$ cat src/rtl/core/kesd_pkg.sv
`timescale 1ns / 1ps
// Shared types and constants for the keyword entry stream decoder.
// No dependencies; imported by every module of the block.
package kesd_pkg;

  localparam int CFG_INDEX_W = 2;
  localparam int CFG_DATA_W  = 31;
  localparam int LEN_W       = 31;

  localparam logic [CFG_INDEX_W-1:0] REG_EXT_LENGTH = 2'd0;
  localparam logic [CFG_INDEX_W-1:0] REG_BIG_ENDIAN = 2'd1;

  localparam logic [LEN_W-1:0] HDR_BYTES = 31'd8;

  typedef enum logic [2:0] {
    KIND_OK    = 3'd0,
    KIND_VALUE = 3'd1,
    KIND_TAG   = 3'd2,
    KIND_DONE  = 3'd3,
    KIND_SKIP  = 3'd4,
    KIND_BAD   = 3'd5
  } kind_t;

  typedef enum logic [5:0] {
    PH_HEADER = 6'b000001,
    PH_VALUE  = 6'b000010,
    PH_TAG    = 6'b000100,
    PH_PAD    = 6'b001000,
    PH_SKIP   = 6'b010000,
    PH_IDLE   = 6'b100000
  } phase_t;

  typedef struct packed {
    logic [7:0] byte_value;
    logic       first_byte;
  } in_item_t;

  typedef struct packed {
    kind_t            kind;
    logic [7:0]       data_byte;
    logic [7:0]       type_code;
    logic [LEN_W-1:0] elem_count;
    logic [LEN_W-1:0] entry_length;
    logic             last;
  } result_t;

  // Up to one command per byte: element bytes, then a tag byte, then a closing result.
  typedef struct packed {
    logic [3:0]       elem_n;
    logic [63:0]      elem_buf;
    logic             tag_v;
    logic [7:0]       tag_byte;
    logic             end_v;
    kind_t            end_kind;
    logic [7:0]       type_code;
    logic [LEN_W-1:0] elem_count;
    logic [LEN_W-1:0] entry_length;
  } cmd_t;

  typedef struct packed {
    logic full;
    logic empty;
  } q_stat_t;

  function automatic logic [3:0] type_width(input logic [7:0] t);
    logic [3:0] s;
    unique case (t)
      8'h42, 8'h41:        s = 4'd1; // B, A
      8'h49:               s = 4'd2; // I
      8'h4C, 8'h46, 8'h54: s = 4'd4; // L, F, T
      8'h58, 8'h44:        s = 4'd8; // X, D
      default:             s = 4'd0;
    endcase
    return s;
  endfunction

  function automatic logic [1:0] elem_shift(input logic [3:0] s);
    logic [1:0] r;
    unique case (s)
      4'd2:    r = 2'd1;
      4'd4:    r = 2'd2;
      4'd8:    r = 2'd3;
      default: r = 2'd0;
    endcase
    return r;
  endfunction

endpackage

$ cat src/rtl/core/kesd_front.sv
`timescale 1ns / 1ps
// Front end: walks the byte stream, decodes headers and emits up to one command per byte.
// Depends on kesd_pkg.
module kesd_front import kesd_pkg::*; (
  input  logic             clk,
  input  logic             rst,
  input  logic [LEN_W-1:0] ext_length,
  input  logic             big_endian,
  input  logic             take,
  input  in_item_t         item,
  output logic             push,
  output cmd_t             cmd
);

  phase_t           phase, phase_next;
  logic [LEN_W-1:0] walk_offset, walk_offset_next;
  logic [LEN_W-1:0] entry_offset, entry_offset_next;
  logic [3:0]       fill, fill_next;
  logic [55:0]      hdr_shift, hdr_shift_next;
  logic [LEN_W-1:0] entry_bytes, entry_bytes_next;
  logic [LEN_W-1:0] value_end, value_end_next;
  logic [LEN_W-1:0] tag_end, tag_end_next;
  logic [7:0]       tag_bytes, tag_bytes_next;
  logic [7:0]       type_code, type_code_next;
  logic [3:0]       esz, esz_next;
  logic [LEN_W-1:0] elem_count, elem_count_next;
  logic [63:0]      elem_buf, elem_buf_next;

  phase_t           eff_phase;
  logic [LEN_W-1:0] eff_off, eff_eo, off_inc, avail, vb, eb_sel, eo_sum;
  logic [3:0]       eff_fill, fill_inc, new_esz;
  logic [63:0]      hfull, merged;
  logic [31:0]      k;
  logic [15:0]      x;
  logic [8:0]       hsum;
  logic             bad, odd;

  always_comb begin
    eff_phase = item.first_byte ? PH_HEADER : phase;
    eff_off   = item.first_byte ? '0 : walk_offset;
    eff_eo    = item.first_byte ? '0 : entry_offset;
    eff_fill  = item.first_byte ? '0 : fill;
    off_inc   = eff_off + 31'd1;
    fill_inc  = eff_fill + 4'd1;
    hfull     = {hdr_shift, item.byte_value};
    merged    = elem_buf;
    merged[eff_fill[2:0]*8 +: 8] = item.byte_value;

    if (big_endian) begin
      k = hfull[63:32];
      x = hfull[31:16];
    end else begin
      k = {hfull[39:32], hfull[47:40], hfull[55:48], hfull[63:56]};
      x = {hfull[23:16], hfull[31:24]};
    end
    avail = (ext_length > eff_eo) ? ext_length - eff_eo : '0;
    hsum  = 9'd8 + {1'b0, hfull[15:8]};
    // 8 + value + tag > entry reduces to 8 + tag > non-value length once x <= k
    bad = (avail < HDR_BYTES) || k[31] || (k[30:0] < HDR_BYTES) || x[15] ||
          (x < 16'd8) || (k > {1'b0, avail}) || ({16'd0, x} > k) ||
          ({7'd0, hsum} > x);
    vb      = k[30:0] - {15'd0, x};
    new_esz = type_width(hfull[7:0]);
    odd     = (new_esz == 4'd0) || (vb == '0) ||
              ((vb[2:0] & (new_esz[2:0] - 3'd1)) != 3'd0);
    eb_sel  = (eff_phase == PH_HEADER) ? k[30:0] : entry_bytes;
    eo_sum  = eff_eo + eb_sel;
  end

  always_comb begin
    phase_next        = phase;
    walk_offset_next  = walk_offset;
    entry_offset_next = entry_offset;
    fill_next         = fill;
    hdr_shift_next    = hdr_shift;
    entry_bytes_next  = entry_bytes;
    value_end_next    = value_end;
    tag_end_next      = tag_end;
    tag_bytes_next    = tag_bytes;
    type_code_next    = type_code;
    esz_next          = esz;
    elem_count_next   = elem_count;
    elem_buf_next     = elem_buf;
    cmd               = '0;
    cmd.end_kind      = KIND_DONE;
    cmd.type_code     = type_code;
    cmd.elem_count    = elem_count;
    cmd.entry_length  = entry_bytes;

    if (take) begin
      phase_next        = eff_phase;
      walk_offset_next  = off_inc;
      entry_offset_next = eff_eo;
      fill_next         = eff_fill;
      unique case (eff_phase)
        PH_HEADER: begin
          hdr_shift_next = hfull[55:0];
          if (off_inc == HDR_BYTES) begin
            type_code_next = hfull[7:0];
            tag_bytes_next = hfull[15:8];
            cmd.type_code  = hfull[7:0];
            cmd.end_v      = 1'b1;
            if (bad) begin
              cmd.end_kind     = KIND_BAD;
              cmd.elem_count   = '0;
              cmd.entry_length = '0;
              phase_next       = PH_IDLE;
            end else begin
              entry_bytes_next = k[30:0];
              value_end_next   = vb + HDR_BYTES;
              tag_end_next     = vb + HDR_BYTES + {23'd0, hfull[15:8]};
              esz_next         = new_esz;
              elem_count_next  = vb >> elem_shift(new_esz);
              fill_next        = '0;
              cmd.entry_length = k[30:0];
              if (odd) begin
                cmd.end_kind   = KIND_SKIP;
                cmd.elem_count = '0;
                if (k[30:0] == HDR_BYTES) begin
                  entry_offset_next = eo_sum;
                  walk_offset_next  = '0;
                  phase_next = (eo_sum >= ext_length) ? PH_IDLE : PH_HEADER;
                end else begin
                  phase_next = PH_SKIP;
                end
              end else begin
                cmd.end_kind   = KIND_OK;
                cmd.elem_count = vb >> elem_shift(new_esz);
                phase_next     = PH_VALUE;
              end
            end
          end
        end
        PH_SKIP: begin
          if (off_inc >= entry_bytes) begin
            entry_offset_next = eo_sum;
            walk_offset_next  = '0;
            fill_next         = '0;
            phase_next = (eo_sum >= ext_length) ? PH_IDLE : PH_HEADER;
          end
        end
        PH_VALUE, PH_TAG, PH_PAD: begin
          if (eff_phase == PH_VALUE) begin
            elem_buf_next = merged;
            if (fill_inc >= esz) begin
              cmd.elem_n   = esz;
              cmd.elem_buf = merged;
              fill_next    = '0;
            end else begin
              fill_next = fill_inc;
            end
            if (off_inc >= value_end) begin
              phase_next = (tag_bytes != 8'd0) ? PH_TAG : PH_PAD;
            end
          end else if (eff_phase == PH_TAG) begin
            cmd.tag_v    = 1'b1;
            cmd.tag_byte = item.byte_value;
            if (off_inc >= tag_end) begin
              phase_next = PH_PAD;
            end
          end
          if (off_inc >= entry_bytes) begin
            cmd.end_v         = 1'b1;
            cmd.end_kind      = KIND_DONE;
            entry_offset_next = eo_sum;
            walk_offset_next  = '0;
            fill_next         = '0;
            phase_next = (eo_sum >= ext_length) ? PH_IDLE : PH_HEADER;
          end
        end
        default: begin
          walk_offset_next = eff_off;
        end
      endcase
    end
  end

  assign push = take && ((cmd.elem_n != 4'd0) || cmd.tag_v || cmd.end_v);

  always_ff @(posedge clk) begin
    if (rst) begin
      phase        <= PH_HEADER;
      walk_offset  <= '0;
      entry_offset <= '0;
      fill         <= '0;
    end else begin
      phase        <= phase_next;
      walk_offset  <= walk_offset_next;
      entry_offset <= entry_offset_next;
      fill         <= fill_next;
    end
  end

  always_ff @(posedge clk) begin
    hdr_shift   <= hdr_shift_next;
    entry_bytes <= entry_bytes_next;
    value_end   <= value_end_next;
    tag_end     <= tag_end_next;
    tag_bytes   <= tag_bytes_next;
    type_code   <= type_code_next;
    esz         <= esz_next;
    elem_count  <= elem_count_next;
    elem_buf    <= elem_buf_next;
  end

endmodule

$ cat src/rtl/core/kesd_queue.sv
`timescale 1ns / 1ps
// Command queue between the front and back ends; head is read in place.
// Depends on kesd_pkg.
module kesd_queue import kesd_pkg::*; #(
  parameter int DEPTH = 4
) (
  input  logic    clk,
  input  logic    rst,
  input  logic    push,
  input  cmd_t    push_cmd,
  input  logic    pop,
  output cmd_t    head,
  output q_stat_t stat
);

  localparam int PTR_W = (DEPTH > 1) ? $clog2(DEPTH) : 1;
  localparam int CNT_W = $clog2(DEPTH + 1);
  localparam logic [PTR_W-1:0] LAST_PTR = PTR_W'(DEPTH - 1);
  localparam logic [CNT_W-1:0] FULL_CNT = CNT_W'(DEPTH);

  cmd_t             mem [DEPTH];
  logic [PTR_W-1:0] wr_ptr, rd_ptr;
  logic [CNT_W-1:0] count;

  assign head       = mem[rd_ptr];
  assign stat.full  = (count == FULL_CNT);
  assign stat.empty = (count == '0);

  always_ff @(posedge clk) begin
    if (rst) begin
      wr_ptr <= '0;
      rd_ptr <= '0;
      count  <= '0;
    end else begin
      if (push) begin
        wr_ptr <= (wr_ptr == LAST_PTR) ? '0 : wr_ptr + PTR_W'(1);
      end
      if (pop) begin
        rd_ptr <= (rd_ptr == LAST_PTR) ? '0 : rd_ptr + PTR_W'(1);
      end
      if (push && !pop) begin
        count <= count + CNT_W'(1);
      end else if (pop && !push) begin
        count <= count - CNT_W'(1);
      end
    end
  end

  always_ff @(posedge clk) begin
    if (push) begin
      mem[wr_ptr] <= push_cmd;
    end
  end

endmodule

$ cat src/rtl/core/kesd_back.sv
`timescale 1ns / 1ps
// Back end: expands queue heads into results, one per cycle unless stalled.
// Depends on kesd_pkg.
module kesd_back import kesd_pkg::*; (
  input  logic    clk,
  input  logic    rst,
  input  logic    big_endian,
  input  cmd_t    head,
  input  q_stat_t stat,
  output logic    pop,
  output logic    result_valid,
  input  logic    result_ready,
  output result_t result_item
);

  logic [3:0] idx;
  logic       tag_sent;
  logic       advance, is_value, is_tag, lastf;
  logic [3:0] rev;
  logic [2:0] src;
  result_t    nxt;

  assign advance = !stat.empty && (!result_valid || result_ready);
  assign pop     = advance && lastf;

  always_comb begin
    rev      = head.elem_n - 4'd1 - idx;
    src      = big_endian ? rev[2:0] : idx[2:0];
    is_value = (idx < head.elem_n);
    is_tag   = !is_value && head.tag_v && !tag_sent;
    nxt              = '0;
    nxt.type_code    = head.type_code;
    nxt.elem_count   = head.elem_count;
    nxt.entry_length = head.entry_length;
    if (is_value) begin
      nxt.kind      = KIND_VALUE;
      nxt.data_byte = head.elem_buf[src*8 +: 8];
      lastf = !head.tag_v && !head.end_v && ((idx + 4'd1) == head.elem_n);
    end else if (is_tag) begin
      nxt.kind      = KIND_TAG;
      nxt.data_byte = head.tag_byte;
      lastf = !head.end_v;
    end else begin
      nxt.kind = head.end_kind;
      lastf    = 1'b1;
    end
    nxt.last = lastf;
  end

  always_ff @(posedge clk) begin
    if (rst) begin
      result_valid <= 1'b0;
      idx          <= '0;
      tag_sent     <= 1'b0;
    end else if (advance) begin
      result_valid <= 1'b1;
      if (lastf) begin
        idx      <= '0;
        tag_sent <= 1'b0;
      end else if (is_value) begin
        idx <= idx + 4'd1;
      end else begin
        tag_sent <= 1'b1;
      end
    end else if (result_ready) begin
      result_valid <= 1'b0;
    end
  end

  always_ff @(posedge clk) begin
    if (advance) begin
      result_item <= nxt;
    end
  end

endmodule

$ cat src/rtl/core/keyword_entry_stream_decoder.sv
`timescale 1ns / 1ps
// Keyword entry stream decoder top: config registers, front end, command queue, back end.
// Result path: an accepted byte's command is written into the queue, and the back end
// registers each result from the queue head into the output register.
// Throughput: one byte per cycle; the back end gives one result per cycle while the
// output is ready; a byte with up to 9 results stalls input only once the queue fills.
// Reset (synchronous, rst high): walk at header phase, queue empty, registers cleared.
// Depends on kesd_pkg, kesd_front, kesd_queue, kesd_back.
module keyword_entry_stream_decoder import kesd_pkg::*; #(
  parameter int QUEUE_DEPTH = 4
) (
  input  logic                   clk,
  input  logic                   rst,
  input  logic                   byte_valid,
  output logic                   byte_ready,
  input  in_item_t               byte_item,
  output logic                   result_valid,
  input  logic                   result_ready,
  output result_t                result_item,
  input  logic                   cfg_valid,
  output logic                   cfg_ready,
  input  logic [CFG_INDEX_W-1:0] cfg_index,
  input  logic [CFG_DATA_W-1:0]  cfg_data
);

  logic [LEN_W-1:0] ext_length;
  logic             big_endian;
  logic             take, push, pop;
  cmd_t             push_cmd, head;
  q_stat_t          stat;

  assign cfg_ready  = 1'b1;
  assign byte_ready = !stat.full;
  assign take       = byte_valid && byte_ready;

  always_ff @(posedge clk) begin
    if (rst) begin
      ext_length <= '0;
      big_endian <= 1'b0;
    end else if (cfg_valid && cfg_ready) begin
      if (cfg_index == REG_EXT_LENGTH) begin
        ext_length <= cfg_data;
      end else if (cfg_index == REG_BIG_ENDIAN) begin
        big_endian <= cfg_data[0];
      end
    end
  end

  kesd_front u_front (
    .clk        (clk),
    .rst        (rst),
    .ext_length (ext_length),
    .big_endian (big_endian),
    .take       (take),
    .item       (byte_item),
    .push       (push),
    .cmd        (push_cmd)
  );

  kesd_queue #(.DEPTH(QUEUE_DEPTH)) u_queue (
    .clk      (clk),
    .rst      (rst),
    .push     (push),
    .push_cmd (push_cmd),
    .pop      (pop),
    .head     (head),
    .stat     (stat)
  );

  kesd_back u_back (
    .clk          (clk),
    .rst          (rst),
    .big_endian   (big_endian),
    .head         (head),
    .stat         (stat),
    .pop          (pop),
    .result_valid (result_valid),
    .result_ready (result_ready),
    .result_item  (result_item)
  );

  a_pop_nonempty: assert property (@(posedge clk) disable iff (rst) pop |-> !stat.empty)
    else $error("command popped from empty queue");

  a_push_on_take: assert property (@(posedge clk) disable iff (rst) push |-> take)
    else $error("command pushed without an accepted byte");

  a_reset_idle: assert property (@(posedge clk) $past(rst) |-> !result_valid)
    else $error("result valid right after reset");

  a_kind_range: assert property (@(posedge clk) disable iff (rst)
    result_valid |-> (result_item.kind == KIND_OK || result_item.kind == KIND_VALUE ||
                      result_item.kind == KIND_TAG || result_item.kind == KIND_DONE ||
                      result_item.kind == KIND_SKIP || result_item.kind == KIND_BAD))
    else $error("result kind out of range");

endmodule

$ cat config.mk
export PLATFORM = sky130hd
export DESIGN_NAME = keyword_entry_stream_decoder
export DESIGN_NICKNAME = d
export VERILOG_FILES = /design/src/rtl/core/kesd_pkg.sv /design/src/rtl/core/kesd_front.sv /design/src/rtl/core/kesd_queue.sv /design/src/rtl/core/kesd_back.sv /design/src/rtl/core/keyword_entry_stream_decoder.sv
export SDC_FILE = /design/constraint.sdc
export NUM_CORES = 2
export LEC_CHECK = 0
export CAP_MARGIN = 20
export CORE_ASPECT_RATIO = 1.5
export CORE_MARGIN = 5
export CORE_UTILIZATION = 40
export CTS_BUF_LIST = sky130_fd_sc_hd__clkbuf_4 sky130_fd_sc_hd__clkbuf_8
export DETAILED_ROUTE_END_ITERATION = 8
export DONT_BUFFER_PORTS = 1
export SETUP_SLACK_MARGIN = 0.15
export SYNTH_ARGS = -nofsm -noshare
export SYNTH_HDL_FRONTEND = slang
export SYNTH_SLANG_ARGS = --single-unit
$ cat constraint.sdc
create_clock -name clk -period 18.8 [get_ports clk]
set_clock_uncertainty 0.2 [all_clocks]
set_input_delay 5.64 -clock clk [delete_from_list [all_inputs] [get_ports clk]]
set_output_delay 5.64 -clock clk [all_outputs]
set_load 0.01 [all_outputs]
==> results.py <==
metrics = {
    "clock_tree": {
        "cts_max_level": 4,
        "cts_tree": "yes",
        "cts_hold_buf": 0,
        "insertion_delay_ns": 0.90,
        "clockBufferDepth": 3,
        "cts_resized": 0,
        "path_clk_slew_ns": 0.06,
        "cts.sinks": 1069,
        "cts_buffers": 162,
        "cts_setup_buffers": 0,
        "clockRootBuffer": "clkbuf_8",
    },
    "global_route": {
        "grt_antenna_before_repair": 7,
        "grt_pass1_wl_microns": 235000,
        "grt_pass1_vias": 37100,
        "grt_max_degree": 117,
        "overflow": 0,
        "grt.total_usage": 0.214,
    },
    "yosys": {
        "netlist_instances": 4458,
        "syn-cell-area_sq_um": 55000,
        "synth_ff_type": "edfxtp_1",
        "synth.distinct_cells": 116,
        "synth_warnings": 0,
        "synthArstFlopShare": 0,
        "synthMuxAreaShare": 0.0905,
        "yosysTopAreaCell": "edfxtp_1",
        "synth_adder_area_share": 0.0695,
        "yosys.area.top_type_share": 0.518,
        "synth-edff-count": 950,
        "synth_top_family_by_area": "simple AND/OR/NAND/NOR gates",
        "syn_avg_cell_area_sq_um": 12.3,
        "ys_seq_area_frac": 0.562,
        "synth_nets": 4807,
        "synth.area.top_cells": "edfxtp_1, ha_1, mux4_2, dfxtp_1, nand2_1",
        "synth-xor-area-share": 0.0283,
        "synth_seq_cells": 1069,
        "synth_compound_area_frac": 0.0940,
        "synthSimpleGateAreaFrac": 0.122,
    },
    "flow_run": {
        "maxCapViolCount": 0,
    },
    "pwr": {
        "intPower_w": 0.00390,
        "switching_share": 0.259,
        "seqPwrFrac": 0.496,
        "vdd_ir_drop_max_mv": 0.0662,
        "p_per_area_nw_per_um2": 86.9,
        "p_leak_nw": 21.1,
        "comb_power_share": 0.116,
        "p_sw_w": 0.00137,
        "p_clk_frac": 0.388,
        "power_w": 0.00527,
    },
    "placed_design": {
        "gp_congestion": 0.918,
        "port_buffers": 0,
        "dp_hpwl_microns": 113000,
    },
    "timing": {
        "maxSlewHeadroom": 0.302,
        "max_freq_ghz": 0.0841,
        "maxSlewViolCount": 0,
        "fin_crit_sh": 0.632,
        "setup_viol": 0,
        "worst_slew_pin_slew_ns": 1.02,
        "setup_tns_ns": 0,
        "grt_setup_unrepaired": "no",
        "hold_slack_ns": 0.260,
        "finalHoldViolations": 0,
        "min_period_ns": 11.89,
    },
    "floorplanning": {
        "fp-row-count": 166,
        "pin_count": 132,
        "core_sq_um": 137000,
        "dieArea_sq_um": 145000,
        "die_w_microns": 313,
        "die_h_microns": 464,
        "start_util": 0.403,
    },
    "cells_and_area": {
        "area_growth_syn_to_layout_pct": 10.1,
        "regArea_sq_um": 30900,
        "multi_input_area_sq_um": 22400,
        "num-nets-final": 4849,
        "final_layout_size_suffix_gt1_frac": 0.132,
        "fill_cells": 12600,
    },
    "route": {
        "num_vias": 36400,
        "firstDrtPassIters": 5,
        "wl_per_cell_microns": 24.8,
        "vias_per_cell": 5.69,
        "first_iter_violations": 2845,
        "drc": 0,
        "wirelength_microns": 159000,
        "antenna_left": 0,
    },
    "worst_setup_path": {
        "crit_type": "in -> reg",
        "endpoint_kind": "register",
        "required_ns": 19.08,
        "path_max_fanout": 115,
        "start_kind": "primary input",
        "crit_arrival_ns": 12.17,
    },
    "status": {
        "status": "finished clean",
    },
    "min_path": {
        "min_path_type": "reg -> reg",
    },
}
## worst paths after layout
check / startpoint / to / slack, ns / depth (start not counted)
hold reg to reg: u_front.entry_offset[18] / u_front.entry_offset[18] / 0.26 / 2
setup / recovery: byte_item[0] / u_queue.mem[2][13] / 6.91 / 19
hold / removal: u_front.entry_offset[18] / u_front.entry_offset[18] / 0.26 / 2
setup reg to reg: big_endian / u_front.tag_end[28] / 10.95 / 24
## per-stage QoR
| step | cell area [sq um] | cells | worst slack [ns] | util |
|---|---|---|---|---|
| 2_1_floorplan | 55000 | 4458 | 0.897 | - |
| 4_1_cts | 60600 | 6392 | 7.01 | 0.443 |
| 3_3_place_gp | 57100 | 6099 | 6.08 | 0.418 |
| 5_1_grt | 60600 | 6394 | 6.54 | 0.443 |
| 6_report | 60600 | 6401 | 6.91 | 0.443 |
| 3_5_place_dp | 57100 | 6099 | 6.05 | 0.418 |
## Yosys cell counts (105+ instances only)
library cell and instances:
o21ai_0 182, mux2i_1 105, nand2_1 450, ha_1 296, nor2_1 233, mux4_2 151
xnor2_1 128, a21oi_1 232, dfxtp_1 119, inv_1 271, clkbuf_1 128, edfxtp_1 950
## worst max-delay path, cell delays in order
cell and delay [ns]:
nor2b_1 0.32, ha_1 0.30, nand4_1 0.34, nor2_1 0.48, and3_1 0.29, nand2_1 0.08
xor2_1 0.30, nor2_1 0.22, ha_1 0.35, nand4_1 0.11, or4_1 0.57, a311oi_1 0.45
o22ai_1 0.13, buf_4 0.23, o31a_1 0.33, nor3b_2 0.26, nor2b_4 0.36, buf_4 0.47
buf_12 0.51
## cell type report
cell class | instances | area share
repair buffers | 68 | 0.00958
clock inverters | 77 | 0.0125
flip-flops and latches | 1069 | 0.510
multi-input cells | 2925 | 0.370
well taps | 1764 | 0.0364
clock buffers | 216 | 0.0441
diodes | 8 | 0.000330
inverters | 274 | 0.0171
## sequential cells by signal, indices dropped and copies added, names as in the netlist, 6 cells and up, named ones only
name / cells
u_front.elem_count: 31
u_front.tag_end: 31
u_front.phase: 6
u_front.entry_bytes: 31
u_front.value_end: 31
ext_length: 31
u_front.type_code: 8
u_front.hdr_shift: 56
u_front.tag_bytes: 8
u_front.entry_offset: 31
u_back.result_item: 82
u_queue.mem: 604
u_front.elem_buf: 64
u_front.walk_offset: 31
## routing by layer
layer	part of all wire	GRT usage	up-vias
met4	0.066	0.121	0
met5	0	0	-
li1	-	-	16800
met1	0.38	0.248	18000
met2	0.50	0.378	1198
met3	0.050	0.0348	392
## logic make-up after synthesis
group	after synthesis
XOR/XNOR	177
AND/OR/NAND/NOR	1341
adder cells (fa/ha/maj)	302
buffers and inverters	464
multiplexers	302
flip-flops	1069
other	1
AO/OA/AOI/OAI	802
## cells in the final DEF, fill, tap and decap left out, drive strengths merged, types with 15 or more instances in the layout
cell | synthesis | final
mux2 | 45 | 45
clkbuf | 130 | 216
a31oi | 31 | 31
nand2 | 450 | 450
mux4 | 151 | 151
inv | 272 | 283
clkinv | 2 | 54
a311oi | 17 | 17
nand3 | 93 | 93
and3 | 32 | 32
xnor2 | 129 | 129
xor2 | 48 | 48
mux2i | 106 | 106
o31ai | 25 | 25
nor2 | 234 | 234
a22o | 32 | 32
nor4 | 42 | 42
o21ai | 190 | 190
nor3 | 68 | 68
dfxtp | 119 | 119
ha | 296 | 296
nand4 | 68 | 68
nand2b | 99 | 99
a21oi | 233 | 233
and2 | 101 | 101
edfxtp | 950 | 950
nor2b | 51 | 51
o21bai | 15 | 15
or3 | 22 | 22
a21o | 76 | 76
o21a | 27 | 27
o211ai | 36 | 36
a211oi | 27 | 27
buf | 60 | 68
nor3b | 15 | 15
## power by group through the flow
stage / combinational (W) / sequential (W) / clock [W]
detailed placement: 0.000603 / 0.00266 / 0
CTS: 0.000605 / 0.00261 / 0.00210
global route: 0.000668 / 0.00261 / 0.00220
floorplan: 0.000440 / 0.00265 / 0
global placement: 0.000596 / 0.00266 / 0
finish: 0.000611 / 0.00261 / 0.00204
(Power assumes the default switching activity.)
